[src/hw/rtl/lcc_pkg.sv]
// shared types, constants and helpers for the lattice coordinate conversion unit
`default_nettype none

package lcc_pkg;

    localparam int COORD_W  = 32;                  // coordinate and register width
    localparam int FRAC_W   = 16;                  // fraction bits of the q16.16 format
    localparam int PROD_W   = 2 * COORD_W;         // exact product width
    localparam int SUM_W    = PROD_W - FRAC_W + 2; // three scaled products plus headroom
    localparam int CFG_IDX_W = 3;
    localparam int STATUS_W = 2;

    localparam logic [CFG_IDX_W-1:0] REG_AX = 3'd0;
    localparam logic [CFG_IDX_W-1:0] REG_BX = 3'd1;
    localparam logic [CFG_IDX_W-1:0] REG_BY = 3'd2;
    localparam logic [CFG_IDX_W-1:0] REG_CX = 3'd3;
    localparam logic [CFG_IDX_W-1:0] REG_CY = 3'd4;
    localparam logic [CFG_IDX_W-1:0] REG_CZ = 3'd5;

    localparam logic [STATUS_W-1:0] ST_OK       = 2'd0;
    localparam logic [STATUS_W-1:0] ST_ZERO_DIV = 2'd1;
    localparam logic [STATUS_W-1:0] ST_SAT      = 2'd2;

    localparam logic signed [COORD_W-1:0] FIX_ONE  = COORD_W'(1) << FRAC_W;
    localparam logic signed [COORD_W-1:0] FIX_ZERO = '0;
    localparam logic signed [COORD_W-1:0] VMAX = {1'b0, {(COORD_W-1){1'b1}}};
    localparam logic signed [COORD_W-1:0] VMIN = {1'b1, {(COORD_W-1){1'b0}}};

    typedef struct packed {
        logic signed [COORD_W-1:0] value;
        logic                      flag;
    } t_sat;

    // results of the fractional to cartesian path, carried beside the solver
    typedef struct packed {
        logic signed [COORD_W-1:0] fx;
        logic signed [COORD_W-1:0] fy;
        logic signed [COORD_W-1:0] fz;
        logic                      fs;
    } t_fres;

    typedef struct packed {
        logic                      cmd;
        logic signed [COORD_W-1:0] x;
        logic signed [COORD_W-1:0] y;
        t_fres                     f;
    } t_side_z;

    typedef struct packed {
        logic                      cmd;
        logic signed [COORD_W-1:0] x;
        logic signed [COORD_W-1:0] oz;
        logic                      s;
        t_fres                     f;
    } t_side_y;

    typedef struct packed {
        logic                      cmd;
        logic signed [COORD_W-1:0] oy;
        logic signed [COORD_W-1:0] oz;
        logic                      s;
        t_fres                     f;
    } t_side_x;

    // clamp a wide sum to the coordinate range
    function automatic t_sat sat_coord(input logic signed [SUM_W-1:0] v);
        t_sat r;
        logic fits;
        fits = (v[SUM_W-1:COORD_W-1] == '0) || (v[SUM_W-1:COORD_W-1] == '1);
        if (fits) begin
            r.value = v[COORD_W-1:0];
            r.flag  = 1'b0;
        end else begin
            r.value = v[SUM_W-1] ? VMIN : VMAX;
            r.flag  = 1'b1;
        end
        return r;
    endfunction

    // scaled product back to a sum-width value, arithmetic shift
    function automatic logic signed [SUM_W-1:0] scale(input logic signed [PROD_W-1:0] p);
        return SUM_W'(p >>> FRAC_W);
    endfunction

endpackage

`default_nettype wire

[src/hw/rtl/lcc_div.sv]
// pipelined signed fixed-point divider, one quotient bit per stage, saturating
`default_nettype none

module lcc_div #(
    parameter int NUM_W  = lcc_pkg::SUM_W,
    parameter int SIDE_W = 1
) (
    input  wire                                  i_clk,
    input  wire                                  i_rst_n,
    input  wire                                  i_en,
    input  wire                                  i_valid,
    input  wire logic signed [NUM_W-1:0]         i_num,
    input  wire logic signed [lcc_pkg::COORD_W-1:0] i_den,
    input  wire logic [SIDE_W-1:0]               i_side,
    output logic                                 o_valid,
    output logic signed [lcc_pkg::COORD_W-1:0]   o_quo,
    output logic                                 o_sat,
    output logic [SIDE_W-1:0]                    o_side
);

    localparam int QW    = lcc_pkg::COORD_W;
    localparam int FW    = lcc_pkg::FRAC_W;
    localparam int HIW   = NUM_W - FW;
    localparam int CMP_W = HIW + QW;

    logic [NUM_W-1:0] n_num_mag;
    logic [QW-1:0]    n_den_mag;
    logic [HIW-1:0]   n_hi;
    logic             n_ovf;
    logic             n_neg;

    // divisor is static configuration, its magnitude is tracked every cycle
    logic [QW-1:0] r_dmag;

    logic              r_vld  [0:QW];
    logic [QW-1:0]     r_rem  [0:QW];
    logic [QW-1:0]     r_low  [0:QW];
    logic [QW-1:0]     r_q    [0:QW];
    logic              r_neg  [0:QW];
    logic              r_ovf  [0:QW];
    logic [SIDE_W-1:0] r_side [0:QW];

    always_comb begin
        n_num_mag = i_num[NUM_W-1] ? NUM_W'(-i_num) : NUM_W'(i_num);
        n_den_mag = i_den[QW-1] ? QW'(-i_den) : QW'(i_den);
        n_hi      = n_num_mag[NUM_W-1:FW];
        n_ovf     = CMP_W'(n_hi) >= CMP_W'(n_den_mag);
        n_neg     = i_num[NUM_W-1] ^ i_den[QW-1];
    end

    always_ff @(posedge i_clk) begin
        r_dmag <= n_den_mag;
    end

    // prep stage
    always_ff @(posedge i_clk) begin
        if (!i_rst_n) begin
            r_vld[0] <= 1'b0;
        end else if (i_en) begin
            r_vld[0] <= i_valid;
        end
    end

    always_ff @(posedge i_clk) begin
        if (i_en) begin
            r_rem[0]  <= n_hi[QW-1:0];
            r_low[0]  <= {n_num_mag[FW-1:0], {(QW-FW){1'b0}}};
            r_q[0]    <= '0;
            r_neg[0]  <= n_neg;
            r_ovf[0]  <= n_ovf;
            r_side[0] <= i_side;
        end
    end

    // restoring steps
    for (genvar k = 0; k < QW; k++) begin : g_step
        logic [QW:0] w_t;
        logic        w_ge;

        always_comb begin
            w_t  = {r_rem[k], r_low[k][QW-1]};
            w_ge = w_t >= {1'b0, r_dmag};
        end

        always_ff @(posedge i_clk) begin
            if (!i_rst_n) begin
                r_vld[k+1] <= 1'b0;
            end else if (i_en) begin
                r_vld[k+1] <= r_vld[k];
            end
        end

        always_ff @(posedge i_clk) begin
            if (i_en) begin
                r_rem[k+1]  <= w_ge ? QW'(w_t - {1'b0, r_dmag}) : w_t[QW-1:0];
                r_low[k+1]  <= {r_low[k][QW-2:0], 1'b0};
                r_q[k+1]    <= {r_q[k][QW-2:0], w_ge};
                r_neg[k+1]  <= r_neg[k];
                r_ovf[k+1]  <= r_ovf[k];
                r_side[k+1] <= r_side[k];
            end
        end
    end

    // sign and clamp
    logic                 n_sat;
    logic signed [QW-1:0] n_quo;

    always_comb begin
        if (r_neg[QW]) begin
            n_sat = r_ovf[QW] || (r_q[QW][QW-1] && (|r_q[QW][QW-2:0]));
            n_quo = n_sat ? lcc_pkg::VMIN : QW'(-r_q[QW]);
        end else begin
            n_sat = r_ovf[QW] || r_q[QW][QW-1];
            n_quo = n_sat ? lcc_pkg::VMAX : r_q[QW];
        end
    end

    always_ff @(posedge i_clk) begin
        if (!i_rst_n) begin
            o_valid <= 1'b0;
        end else if (i_en) begin
            o_valid <= r_vld[QW];
        end
    end

    always_ff @(posedge i_clk) begin
        if (i_en) begin
            o_quo  <= n_quo;
            o_sat  <= n_sat;
            o_side <= r_side[QW];
        end
    end

endmodule

`default_nettype wire

[config.mk]
export PLATFORM = sky130hd
export DESIGN_NAME = lcc_div
export DESIGN_NICKNAME = d
export VERILOG_FILES = /design/src/hw/rtl/lcc_pkg.sv /design/src/hw/rtl/lcc_div.sv
export SDC_FILE = /design/constraint.sdc
export NUM_CORES = 2
export LEC_CHECK = 0
export BUFFER_PORTS_ARGS = -buffer_cell sky130_fd_sc_hd__buf_2
export CORE_MARGIN = 2
export CORE_UTILIZATION = 35
export DETAILED_ROUTE_END_ITERATION = 8
export PLACE_DENSITY = 0.6
export SYNTH_ARGS = -nofsm -noshare
export SYNTH_HDL_FRONTEND = slang
export SYNTH_SLANG_ARGS = --single-unit
[constraint.sdc]
create_clock -name i_clk -period 12.4 [get_ports i_clk]
set_clock_uncertainty 0.2 [all_clocks]
set_input_delay 3.1 -clock i_clk [delete_from_list [all_inputs] [get_ports i_clk]]
set_output_delay 3.1 -clock i_clk [all_outputs]
set_load 0.005 [all_outputs]
==> flow_summary.ini <==
[critical_path]
crit_slowest_cell = or3_1
crit_path_start_kind = input port
r2r_cells = 14
max_stage_delay_ns = 0.49
arrival_ns = 8.11
end_kind = flip-flop
worstSetupPathType = input port to flip-flop
rrSetupSlack_ns = 6.19
path_cells = buf_2 -> or3_1 -> or4_1 -> or3_1 -> or3_1 -> or4_4 -> or3_1 -> or2_1 -> o31ai_2 -> xnor2_1 -> ha_1 -> a21o_1 -> a21o_1 -> a21oi_1 -> nor2_1 -> a2111oi_0 -> o311ai_1
reg2reg_to = r_rem[0][131]$_DFFE_PP_
crit-reg2reg-launch = r_dmag[4]$_DFF_P_
crit_end = r_ovf[0][0]$_DFFE_PP_
crit_path_frequent_cell = or3_1
startpoint = i_num[3]
critPathRequiredTime_ns = 12.76
cp_max_fo = 6

[power]
max-vdd-ir-drop_mv = 0.130
p_leak_uw = 0.0515
power_uw = 38300
pwr-share-comb_pct = 52.8
p_sw_share_pct = 41.1
p_seq_share_pct = 30.8
power.internal_uw = 22500
power_frac_clock_pct = 16.4
p_switching_uw = 15700
p_per_area_nw_per_um2 = 290

[synth]
syn_area_um2 = 119000
synth_area_leaders = edfxtp_1 (47%), ha_1 (11%), o21ai_0 (4.4%)
ys.flop_type = edfxtp_1
synthArstFlopShare_pct = 0
yosysSeqAreaShare_pct = 47.4
synth_top_cell_by_area = edfxtp_1
synth.most_common_cell = edfxtp_1
ys_ff_latch = 1887
synth_fp_nets = 12300
yosys_warnings = 0
synth_common_cells = edfxtp_1 (1,853), nand2_1 (1,100), ha_1 (1,058), o21ai_0 (1,053), a21oi_1 (853)
synth_cell_types = 89
synth_top_area_share_pct = 46.8
synth_edf_count = 1853
synth_area_per_cell_um2 = 10.7
synthesis.instances = 11100

[clocking]
cts_max_path_buffers = 4
postCtsSetupRepairBufs = 0
cts_root_buf = clkbuf_16
htreeDepth = 4
cts_sinks = 1887
clk_latency_ns = 0.91
post_cts_resized = 0
cts_tree = done
clk_transition_reported_paths_ns = 0.06
cts_buffers = 211
ctsHoldBuffers = 0

[route]
via_per_inst = 5.38
wire_per_inst_um = 19.7
routed_wl_um = 314000
firstDrtPassIters = 8
antenna_left = 0
route.detailed.drc = 0
vias = 85800
first_iter_violations = 7029

[floorplanning]
placeableCoreArea_um2 = 339000
die_w_um = 587
rows = 214
ios = 122
start_util_pct = 35.1
dieHeight_um = 587
die_area_um2 = 344000

[sta]
final.period_utilization_pct = 62.5
hold_viol = 0
worst_pin_slew_ns = 1.26
slew_headroom_pct = 14.6
rsz0062_at_grt = false
clock.fmax_ghz = 0.129
fin_tns_setup_ns = 0
fin_crit_ns = 7.75
slew_viol_final = 0
setup_ws_ns = 4.65
setup_viol = 0

[place]
place_congestion = 0.929
portBuffers = 121
hpwl_um = 227000
dp_cells = 15600
place_area_um2 = 125000
place_ws_ns = 3.80

[grt]
grt_util_all_layers_pct = 17.6
grt_pass1_vias = 80900
antenna_found_initial = 8
grt_pass1_wl_um = 479000
grt_overflow = 0
grt_max_degree = 193

[hold_path]
whs_path_depth = 0
hp-class = flip-flop to flip-flop

[flow_run]
cap_viol_max_count = 0

[final_layout]
fin_area_um2 = 132000
drive_gt1_share_pct = 8.72
final_cells = 16000
area_growth_pct = 11.2
fin_nets = 12400

[outcome]
outcome = complete, no violations
[critical path: cells and delay by family]
| family | cells | cell delay (ns) |
|---|---|---|
| AO/OA/AOI/OAI | 6 | 1.29 |
| adder cells (fa/ha/maj) | 1 | 0.28 |
| AND/OR/NAND/NOR | 8 | 3.15 |
| XOR/XNOR | 1 | 0.17 |
| buffers and inverters | 1 | 0.11 |
[final cells by class]
type                       count  area [um^2]
timing repair buffer         234         1560
tap                         4536         5680
inverter                     379         1420
sequential                  1887        56300
clock buffer                 243         5470
antenna                        5         12.5
fill                       33100       207000
clock inverter               143         1380
multi-input combinational   8530        60300
[per-layer routing]
layer / vias up / wire length, um / global-route usage, %
li1: 42400 / - / -
met1: 40900 / 146000 / 24.7
met2: 2066 / 143000 / 28.5
met3: 465 / 16000 / 2.01
met4: 0 / 9270 / 5.14
met5: - / 0 / 0
[power by group through the flow]
| stage | clock network [uW] | registers [uW] | logic, uW |
|---|---|---|---|
| final | 6280 | 11800 | 20200 |
| after detailed placement | 0 | 11900 | 19900 |
| after CTS | 6440 | 11800 | 20100 |
| after global routing | 6670 | 12000 | 22600 |
| after global placement | 0 | 11900 | 19800 |
| after floorplan | 0 | 11100 | 15400 |
[flip-flops by register name (all words and copies together) (netlist names)]
signal,count
r_side,33
r_q,528
r_vld,33
r_low,136
o_side,1
r_ovf,33
o_sat,1
o_quo,32
r_rem,1024
r_dmag,32
r_neg,33
o_valid,1
[worst min-delay path by stage]
stage | from | endpoint | slack [ns]
floorplan | r_side[32]$_DFFE_PP_ | o_side$_DFFE_PP_ | 0.20
global placement | r_low[0][239]$_DFFE_PP_ | r_low[0][271]$_DFFE_PP_ | 0.20
detailed placement | r_low[0][79]$_DFFE_PP_ | r_low[0][111]$_DFFE_PP_ | 0.20
CTS | r_side[24]$_DFFE_PP_ | r_side[25]$_DFFE_PP_ | 0.16
global route | r_side[24]$_DFFE_PP_ | r_side[25]$_DFFE_PP_ | 0.16
finish | r_side[24]$_DFFE_PP_ | r_side[25]$_DFFE_PP_ | 0.16
[cell families after synthesis]
group	share of synthesized area, %
AO/OA/AOI/OAI	18.2
AND/OR/NAND/NOR	11.0
flip-flops	47.4
adder cells (fa/ha/maj)	11.7
XOR/XNOR	6.79
buffers and inverters	2.17
multiplexers	2.85
[metrics by stage]
step,util (%),hold slack (ns)
final,39.0,0.159
after global routing,39.0,0.163
after global placement,37.0,0.200
after CTS,39.0,0.161
after detailed placement,37.0,0.205
after floorplan,-,0.200
[cell usage in the layout, fill, tap and decap left out, drive strengths merged, types with 117 or more instances in the layout]
cell type  netlist  final
nand3          165    165
clkbuf         286    243
mux2           277    277
and3           135    135
a21oi          853    853
nor2b          133    133
inv            379    391
o21ai         1057   1057
o21bai         124    124
nor3           164    164
o21a           138    138
nand2b         158    158
edfxtp        1853   1853
nor2           510    510
nand4          145    145
xnor2          514    514
o31ai          117    117
nand2         1100   1100
xor2           408    408
buf             17    234
a21o           559    559
ha            1058   1058
Power figures use the tool's default switching activity.
